$ cat config.mk
export PLATFORM = sky130hd
export DESIGN_NAME = ip_address_text_validator
export DESIGN_NICKNAME = d
export VERILOG_FILES = /design/src/sv/ipatv_pkg.sv /design/src/sv/ip_address_text_validator.sv
export SDC_FILE = /design/constraint.sdc
export NUM_CORES = 1
export LEC_CHECK = 0
export ABC_AREA = 1
export BUFFER_PORTS_ARGS = -buffer_cell sky130_fd_sc_hd__buf_2
export CAP_MARGIN = 20
export CORE_MARGIN = 2
export CORE_UTILIZATION = 40
export CTS_CLUSTER_DIAMETER = 100
export DETAILED_ROUTE_END_ITERATION = 7
export SKIP_CTS_REPAIR_TIMING = 1
export SLEW_MARGIN = 10
export SYNTH_ARGS = -nofsm -noshare
export SYNTH_HDL_FRONTEND = slang
export SYNTH_SLANG_ARGS = --single-unit
export TNS_END_PERCENT = 100
$ cat constraint.sdc
create_clock -name clk -period 3.4 [get_ports clk]
set_input_delay 0.68 -clock clk [delete_from_list [all_inputs] [get_ports clk]]
set_output_delay 0.68 -clock clk [all_outputs]
set_load 0.02 [all_outputs]
$ cat src/sv/ipatv_pkg.sv
// Shared constants and types for the IP address text validator.
// Depends on nothing; used by ip_address_text_validator, ipatv_checker and tb.

package ipatv_pkg;

    // Character codes
    localparam logic [7:0] CH_DOT   = 8'h2E;
    localparam logic [7:0] CH_COLON = 8'h3A;
    localparam logic [7:0] CH_ZERO  = 8'h30;

    // Field and state widths
    localparam int CHAR_W   = 8;
    localparam int DOT_W    = 3;
    localparam int COLON_W  = 4;
    localparam int LEN_W    = 3;
    localparam int DEC_W    = 10;
    localparam int PROD_W   = 14;
    localparam int TDATA_W  = 8;

    // Limits of the two address forms
    localparam logic [DEC_W-1:0]   V4_MAX_VALUE  = 10'd255;
    localparam logic [LEN_W-1:0]   V4_MAX_DIGITS = 3'd3;
    localparam logic [LEN_W-1:0]   V6_MAX_DIGITS = 3'd4;
    localparam logic [DOT_W-1:0]   V4_PARTS      = 3'd4;
    localparam logic [COLON_W-1:0] V6_PARTS      = 4'd8;
    localparam logic [LEN_W-1:0]   LEN_SAT       = 3'd5;
    localparam logic [DEC_W-1:0]   DEC_SAT       = 10'd999;

    // Verdict codes
    typedef enum logic [1:0] {
        VERDICT_IPV4    = 2'd0,
        VERDICT_IPV6    = 2'd1,
        VERDICT_NEITHER = 2'd2
    } verdict_t;

endpackage

$ cat src/sv/ip_address_text_validator.sv
// IP address text validator: checks a character stream for IPv4 or IPv6 form.
// Depends on ipatv_pkg for character codes, limits and verdict codes.
// Throughput: one character per cycle; the input stalls only while both verdict
// entries (output + skid) are full. The verdict is registered on the master side:
// it goes to the output register, or to the skid entry while the output stalls.
// Reset clears the tracker and both result entries; the tracker also clears after each last char.

module ip_address_text_validator
(
    input  logic                          clk,
    input  logic                          rst_n,
    // Character input: [7:0] char_code
    input  logic [ipatv_pkg::TDATA_W-1:0] s_tdata,
    input  logic                          s_tlast,   // last_char
    input  logic                          s_tvalid,
    output logic                          s_tready,
    // Verdict output: [1:0] verdict, [7:2] zero
    output logic [ipatv_pkg::TDATA_W-1:0] m_tdata,
    output logic                          m_tvalid,
    input  logic                          m_tready
);

    // Tracker state
    logic                              v4_failed_reg, v4_failed_next;
    logic                              v6_failed_reg, v6_failed_next;
    logic [ipatv_pkg::DOT_W-1:0]       dot_total_reg, dot_total_next;
    logic [ipatv_pkg::COLON_W-1:0]     colon_total_reg, colon_total_next;
    logic [ipatv_pkg::LEN_W-1:0]       part_length_reg, part_length_next;
    logic [ipatv_pkg::DEC_W-1:0]       part_decimal_reg, part_decimal_next;
    logic                              part_zero_reg, part_zero_next;

    // Result buffer
    ipatv_pkg::verdict_t               out_verdict_reg, skid_verdict_reg;
    logic                              out_valid_reg, skid_valid_reg;

    logic [ipatv_pkg::CHAR_W-1:0]      char_code;
    logic                              accept;
    logic                              push;
    logic                              pop;
    logic                              is_dec;
    logic                              is_hex;
    logic [ipatv_pkg::DEC_W-1:0]       digit;
    logic [ipatv_pkg::PROD_W-1:0]      dec_sum;
    logic                              v4_ok_cur;
    logic                              v6_ok_cur;
    logic                              v4_ok_new;
    logic                              v6_ok_new;
    ipatv_pkg::verdict_t               verdict;

    assign char_code = s_tdata[ipatv_pkg::CHAR_W-1:0];
    assign s_tready  = !skid_valid_reg;
    assign accept    = s_tvalid && s_tready;
    assign push      = accept && s_tlast;
    assign pop       = out_valid_reg && m_tready;

    assign m_tvalid = out_valid_reg;
    assign m_tdata  = {{(ipatv_pkg::TDATA_W-2){1'b0}}, out_verdict_reg};

    // Classify the character
    always_comb
    begin
        is_dec = char_code inside {[8'h30:8'h39]};
        is_hex = char_code inside {[8'h30:8'h39], [8'h41:8'h46], [8'h61:8'h66]};
        digit  = {2'b00, char_code - ipatv_pkg::CH_ZERO};
        dec_sum = {1'b0, part_decimal_reg, 3'b000} + {3'b000, part_decimal_reg, 1'b0}
                  + {4'd0, digit};
    end

    // Judge the part held in the tracker before this character
    always_comb
    begin
        v4_ok_cur = (part_length_reg != '0)
                    && (part_length_reg <= ipatv_pkg::V4_MAX_DIGITS)
                    && !((part_length_reg > 3'd1) && part_zero_reg)
                    && (part_decimal_reg <= ipatv_pkg::V4_MAX_VALUE);
        v6_ok_cur = (part_length_reg != '0)
                    && (part_length_reg <= ipatv_pkg::V6_MAX_DIGITS);
    end

    // Advance the tracker by one character
    always_comb
    begin
        v4_failed_next    = v4_failed_reg;
        v6_failed_next    = v6_failed_reg;
        dot_total_next    = dot_total_reg;
        colon_total_next  = colon_total_reg;
        part_length_next  = part_length_reg;
        part_decimal_next = part_decimal_reg;
        part_zero_next    = part_zero_reg;

        if (char_code == ipatv_pkg::CH_DOT)
        begin
            v6_failed_next = 1'b1;
            if (dot_total_reg < ipatv_pkg::V4_PARTS)
            begin
                dot_total_next = dot_total_reg + 3'd1;
            end
            if (!v4_ok_cur || (dot_total_next >= ipatv_pkg::V4_PARTS))
            begin
                v4_failed_next = 1'b1;
            end
            part_length_next  = '0;
            part_decimal_next = '0;
            part_zero_next    = 1'b0;
        end
        else if (char_code == ipatv_pkg::CH_COLON)
        begin
            v4_failed_next = 1'b1;
            if (colon_total_reg < ipatv_pkg::V6_PARTS)
            begin
                colon_total_next = colon_total_reg + 4'd1;
            end
            if (!v6_ok_cur || (colon_total_next >= ipatv_pkg::V6_PARTS))
            begin
                v6_failed_next = 1'b1;
            end
            part_length_next  = '0;
            part_decimal_next = '0;
            part_zero_next    = 1'b0;
        end
        else
        begin
            if (is_dec)
            begin
                if ((part_length_reg == '0) && (digit == '0))
                begin
                    part_zero_next = 1'b1;
                end
                if (dec_sum > {4'd0, ipatv_pkg::DEC_SAT})
                begin
                    part_decimal_next = ipatv_pkg::DEC_SAT;
                end
                else
                begin
                    part_decimal_next = dec_sum[ipatv_pkg::DEC_W-1:0];
                end
            end
            else
            begin
                v4_failed_next = 1'b1;
            end
            if (!is_hex)
            begin
                v6_failed_next = 1'b1;
            end
            if (part_length_reg < ipatv_pkg::LEN_SAT)
            begin
                part_length_next = part_length_reg + 3'd1;
            end
        end
    end

    // Judge the whole string from the updated tracker
    always_comb
    begin
        v4_ok_new = (part_length_next != '0)
                    && (part_length_next <= ipatv_pkg::V4_MAX_DIGITS)
                    && !((part_length_next > 3'd1) && part_zero_next)
                    && (part_decimal_next <= ipatv_pkg::V4_MAX_VALUE)
                    && !v4_failed_next
                    && (dot_total_next == ipatv_pkg::V4_PARTS - 3'd1);
        v6_ok_new = (part_length_next != '0)
                    && (part_length_next <= ipatv_pkg::V6_MAX_DIGITS)
                    && !v6_failed_next
                    && (colon_total_next == ipatv_pkg::V6_PARTS - 4'd1);
        if (v4_ok_new)
        begin
            verdict = ipatv_pkg::VERDICT_IPV4;
        end
        else if (v6_ok_new)
        begin
            verdict = ipatv_pkg::VERDICT_IPV6;
        end
        else
        begin
            verdict = ipatv_pkg::VERDICT_NEITHER;
        end
    end

    // Hold tracker state; clear it after the last character
    always_ff @(posedge clk or negedge rst_n)
    begin
        if (!rst_n)
        begin
            v4_failed_reg    <= 1'b0;
            v6_failed_reg    <= 1'b0;
            dot_total_reg    <= '0;
            colon_total_reg  <= '0;
            part_length_reg  <= '0;
            part_decimal_reg <= '0;
            part_zero_reg    <= 1'b0;
        end
        else if (accept)
        begin
            if (s_tlast)
            begin
                v4_failed_reg    <= 1'b0;
                v6_failed_reg    <= 1'b0;
                dot_total_reg    <= '0;
                colon_total_reg  <= '0;
                part_length_reg  <= '0;
                part_decimal_reg <= '0;
                part_zero_reg    <= 1'b0;
            end
            else
            begin
                v4_failed_reg    <= v4_failed_next;
                v6_failed_reg    <= v6_failed_next;
                dot_total_reg    <= dot_total_next;
                colon_total_reg  <= colon_total_next;
                part_length_reg  <= part_length_next;
                part_decimal_reg <= part_decimal_next;
                part_zero_reg    <= part_zero_next;
            end
        end
    end

    // Buffer verdicts: output register first, skid entry while output stalls
    always_ff @(posedge clk or negedge rst_n)
    begin
        if (!rst_n)
        begin
            out_valid_reg    <= 1'b0;
            skid_valid_reg   <= 1'b0;
            out_verdict_reg  <= ipatv_pkg::VERDICT_NEITHER;
            skid_verdict_reg <= ipatv_pkg::VERDICT_NEITHER;
        end
        else if (skid_valid_reg)
        begin
            if (pop)
            begin
                out_verdict_reg <= skid_verdict_reg;
                skid_valid_reg  <= 1'b0;
            end
        end
        else if (push)
        begin
            if (!out_valid_reg || pop)
            begin
                out_verdict_reg <= verdict;
                out_valid_reg   <= 1'b1;
            end
            else
            begin
                skid_verdict_reg <= verdict;
                skid_valid_reg   <= 1'b1;
            end
        end
        else if (pop)
        begin
            out_valid_reg <= 1'b0;
        end
    end

endmodule

---- Yosys cells after proc, flatten, opt, wreduce, memory -nomap -nowiden ----
Index checks and enable logic that the tools add are counted.
storage, ports and cells
  register bits after elaboration ......... 29
  bits of input ports ..................... 13
operators by class
  order comparisons ....................... 20
  reduce and logical (&&, ||, !) cells .... 43
  mux-type cells .......................... 47
  equality and inequality tests ........... 6
  bitwise gates (word level) .............. 2
  $add $sub $neg .......................... 6
operators with widths
  operator                                                                             count
  10-bit 2-to-1 mux                                                                    5
  3-bit 2-to-1 mux                                                                     8
  4-bit 2-to-1 mux                                                                     6
  1-bit 2-to-1 mux                                                                     22
  1-bit logical AND                                                                    21
  10-bit by 8-bit <= comparator with 1-bit output, second input constant               2
  8-bit by 6-bit equality test with 1-bit output, second input constant                2
  8-bit by 7-bit greater-or-equal comparator with 1-bit output, second input constant  2
  8-bit by 7-bit <= comparator with 1-bit output, second input constant                2
  13-bit by 11-bit adder with 14-bit output                                            1
  14-bit by 8-bit adder with 14-bit output                                             1
  14-bit by 10-bit greater-than comparator with 1-bit output, second input constant    1
  2-bit 2-to-1 mux                                                                     6
  10-bit zero test                                                                     1
  3-bit AND reduction                                                                  3
  3-bit nonzero test                                                                   3
  8-bit by 6-bit greater-or-equal comparator with 1-bit output, second input constant  1
  8-bit by 6-bit <= comparator with 1-bit output, second input constant                1
  1-bit zero test                                                                      8
  8-bit by 6-bit subtractor with 8-bit output, second input constant                   1
  3-bit by 1-bit adder with 3-bit output, second input constant                        2
  3-bit by 1-bit greater-than comparator with 1-bit output, second input constant      2
  3-bit by 2-bit <= comparator with 1-bit output, second input constant                2
  3-bit <= comparator, second input constant                                           2
  other kinds (12)                                                                     19

---- Depth between registers and ports, before layout ----
  word-level depth ........................ 17
  mapped depth ............................ 23

---- Worst setup path after synthesis ----
Ideal clock, no wire load.
  path kind ............................... input to register
  start point ............................. input s_tdata[4] (netlist bit)
  end point ............................... register out_verdict_reg[0]
  path slack .............................. 0.114 ns
  required time ........................... 3.283 ns
  arrival ................................. 3.170 ns
  stages .................................. 21
  cell sequence ........................... ha_1 -> inv_1 -> nand2_1 -> and2_1 -> inv_1 -> fa_1 -> ha_1 -> a21oi_1 -> nor2_1 -> nor2_1 -> nand2_1 -> nand2_1 -> nand2_1 -> nor2_1 -> nand4_1 -> nand2_1 -> nand3_1 -> nand2_1 -> nand2_1 -> nand2_1 -> nand2_1
on the way
  word-level cells in the longest chain between the ends .. 17
  elaborated cells on any way between the ends .. 60
ends and longest elaborated chain
  item                                                                               RTL line                          text
  start, declared                                                                    ip_address_text_validator.sv:13   input logic [ipatv_pkg::TDATA_W-1:0] s_tdata,
  branches (longest 13 deep; another with 14-bit by 8-bit adder with 14-bit output)  --
  2-bit 2-to-1 mux *                                                                 ip_address_text_validator.sv:166  if (v4_ok_new)
  2-bit 2-to-1 mux *                                                                 ip_address_text_validator.sv:238  if (!out_valid_reg || pop)
  2-bit 2-to-1 mux *                                                                 ip_address_text_validator.sv:236  else if (push)
  2-bit 2-to-1 mux *                                                                 ip_address_text_validator.sv:228  else if (skid_valid_reg)
  end signal, assigned                                                               ip_address_text_validator.sv:225  out_verdict_reg <= ipatv_pkg::VERDICT_NEITHER;
  end signal, assigned                                                               ip_address_text_validator.sv:232  out_verdict_reg <= skid_verdict_reg;
  end signal, assigned                                                               ip_address_text_validator.sv:240  out_verdict_reg <= verdict;
  end, declared                                                                      ip_address_text_validator.sv:33   ipatv_pkg::verdict_t out_verdict_reg, skid_verdict_reg;
Every way passes the cells marked *. The select of a mux whose other input is x is not followed.
A chain may end at the register's enable or synchronous reset.

---- Worst setup path in the final report ----
Ends and elaborated chain as after synthesis.

==> impl_metrics.py <==
metrics = {
    "run": {
        "cap_violations": 0,
    },
    "die": {
        "start_util_pct": 40.7,
        "die_area_um2": 7470,
        "rows": 30,
        "ios": 23,
        "die_height_um": 86.4,
        "coreArea_um2": 6680,
        "dieWidth_um": 86.4,
    },
    "sta": {
        "worst_pin_slew_ns": 0.697,
        "maxSlewHeadroom_pct": 53.5,
        "rsz0062_at_grt": "false",
        "period_needed_ns": 3.19,
        "drv_slew": 0,
        "whs_ns": 0.443,
        "report.final.setup_viol": 0,
        "finClkSkew_ns": 0.00611,
        "clock.fmax_mhz": 313,
        "setup_tns_ns": 0,
        "post-route-period-util_pct": 93.9,
        "hold_viol": 0,
    },
    "grt": {
        "busiest_layer": "met2",
        "grt_util_met3_pct": 2.48,
        "gr-total-overflow": 0,
        "use_met1_pct": 24.6,
        "grt_max_degree": 30,
        "grt_use_met2_pct": 31.3,
        "antenna_found_initial": 0,
        "grt_pass1_wl_um": 11100,
        "grt_pass1_vias": 2485,
        "grtUsageTotal_pct": 18.4,
    },
    "setup_path": {
        "arrival_ns": 3.37,
        "worst_path_max_delay_cell": "fa_1",
        "cp.required_ns": 3.58,
        "worst_setup_path_start_kind": "primary input",
        "endpoint_kind": "flop",
        "crit_top_cell": "nand2_1",
        "critPathKind": "primary input to flop",
        "critPathMaxFanout": 3,
        "cpPeakStageDelay_ns": 0.55,
    },
    "yosys": {
        "synth_seq_cells": 29,
        "yosysWarnings": 0,
        "syn_inst": 389,
        "synth_area_leaders": "dfrtp_1 25%, nand2_1 15%, ha_1 12%",
        "synth_cell_type_count": 39,
        "synth_top_cell_area_share_pct": 24.9,
        "post-synth-top-area-cell": "dfrtp_1",
        "avgSynthCellArea_um2": 6.98,
        "ys_seq_area_share_pct": 26.8,
        "syn_area_um2": 2720,
    },
    "route": {
        "first_pass_iters": 5,
        "wire_per_inst_um": 12.6,
        "drc_errors": 0,
        "postRouteAntennaNets": 0,
        "routed_wl_um": 6490,
        "vias": 2599,
        "drt_iter0_drc": 85,
        "viasPerCell": 5.06,
    },
    "power_and_ir_drop": {
        "p_comb_share_pct": 42.4,
        "switching_share_pct": 38.9,
        "p_int_mw": 0.749,
        "leakage_nw": 1.68,
        "pwr-share-clk_pct": 22.3,
        "switchingPower_mw": 0.478,
        "seqPwrFrac_pct": 35.3,
        "vdd_drop_max_mv": 0.246,
        "p_total_mw": 1.23,
        "powerDensity_nw_per_um2": 381,
    },
    "final_layout": {
        "largest_reg_flops": 10,
        "drive_gt1_share_pct": 19.4,
        "antenna_cells": 0,
        "register_area_um2": 728,
        "nFillCells": 674,
        "nets": 479,
        "syn_to_final_growth_pct": 18.6,
        "final_cell_area_um2": 3220,
        "multi_input_area_um2": 1840,
        "post-route-util_pct": 48.2,
    },
    "clock_network": {
        "cts_sinks": 29,
        "clock_latency_ns": 0.28,
        "cts_buffer_depth": 2,
        "numCtsBuffers": 5,
        "cts-root-buf": "clkbuf_8",
        "cts_max_level": 2,
        "clk_pin_slew_ns": 0.06,
        "cts_tree": "done",
    },
    "placed_design": {
        "placedInstanceArea_um2": 3030,
        "numPortBuffers": 16,
        "dpl.hpwl_um": 5190,
        "gp_congestion": 0.887,
    },
    "min_path": {
        "hold_class": "primary input to async pin",
    },
    "status": {
        "status": "completed",
    },
}
==> metal layers <==
| metal | part of all wire (%) | routed length (um) |
|---|---|---|
| met2 | 48 | 3140 |
| met5 | 0 | 0 |
| met1 | 47 | 3080 |
| met3 | 2.6 | 170 |
| met4 | 1.5 | 99 |
==> final cells by class <==
cell class	count	area share [%]
multi-input cells	300	57.1
flip-flops and latches	29	22.6
repair buffers	39	7.85
inverters	58	6.76
well taps	80	3.11
clock buffers	6	2.25
clock inverters	2	0.311
==> logic make-up (layout without fill, tap and decap cells) <==
family | after synthesis | after routing | synth area share [%]
xor gates and xnor gates | 5 | 5 | 1.61
AOI/OAI and AO/OA | 55 | 55 | 12.4
other | 1 | 6 | 0.138
and+or+nand+nor | 200 | 200 | 32.0
muxes | 1 | 1 | 0.369
adders and majority gates | 33 | 33 | 16.9
DFF | 29 | 29 | 26.8
buffers and inverters | 65 | 105 | 9.81
==> final timing paths <==
check | slack, ns | depth (start not counted) | from | end
max reg2reg | 0.53 | 17 | part_decimal_reg[0] | out_verdict_reg[0]
max | 0.21 | 25 | s_tdata[4] | out_verdict_reg[0]
min reg2reg | 0.47 | 2 | out_verdict_reg[1] | out_verdict_reg[1]
min | 0.44 | 1 | rst_n | colon_total_reg[2]
max in group asynchronous | 2.50 | 1 | rst_n | m_tvalid
min in group clk | 0.47 | 2 | out_verdict_reg[1] | out_verdict_reg[1]
==> synth_stat cells (all sizes together) <==
master	count
dfstp	2
ha	27
clkbuf	1
clkinv	2
a22o	1
conb	1
a21oi	17
a21o	1
inv	56
dfrtp	27
a211oi	1
nand2	116
xor2	5
and2	1
o22ai	8
o21a	1
nand3b	3
fa	6
nor2	42
nor4	1
o221ai	5
mux2i	1
o41ai	1
nand4	9
nand3	24
nor3	3
o21bai	1
o21ai	19
or2	1
buf	6
==> layout by cell type (no fill, tap or decap), types with 2 or more instances in the layout <==
cell type  count
a21oi_1       14
a21oi_2        2
buf_2         16
buf_4         23
clkbuf_8       5
clkinv_1       2
clkinv_2       2
conb_1         6
dfrtp_1       27
dfstp_2        2
fa_1           5
ha_1          22
ha_4           5
inv_1         49
inv_2          7
nand2_1      108
nand2_2        8
nand3_1       21
nand3_2        3
nand3b_1       3
nand4_1        9
nor2_1        36
nor2_2         4
nor2_4         2
nor3_1         2
o21ai_0       15
o21ai_1        4
o221ai_1       5
o22ai_1        8
xor2_1         5
==> critical path: cells and delay by family <==
family                     cells  cell delay (ns)
buffers and inverters          5             0.42
adders and majority gates      3             0.92
and+or+nand+nor               17             1.35
==> power by group through the flow <==
stage | sequential (mW) | clock (mW) | combinational, mW
after floorplan | 0.445 | 0 | 0.312
after detailed placement | 0.437 | 0 | 0.483
after global routing | 0.442 | 0.300 | 0.589
after CTS | 0.434 | 0.285 | 0.485
after global placement | 0.440 | 0 | 0.477
final | 0.433 | 0.274 | 0.520
==> per-stage QoR <==
stage	cells	setup WS [ns]
after detailed placement	505	-0.284
final	514	0.208
after global routing	514	0.00468
after floorplan	394	0.114
after CTS	513	0.0174
after global placement	505	-0.203
Power figures use the tool's default switching activity.
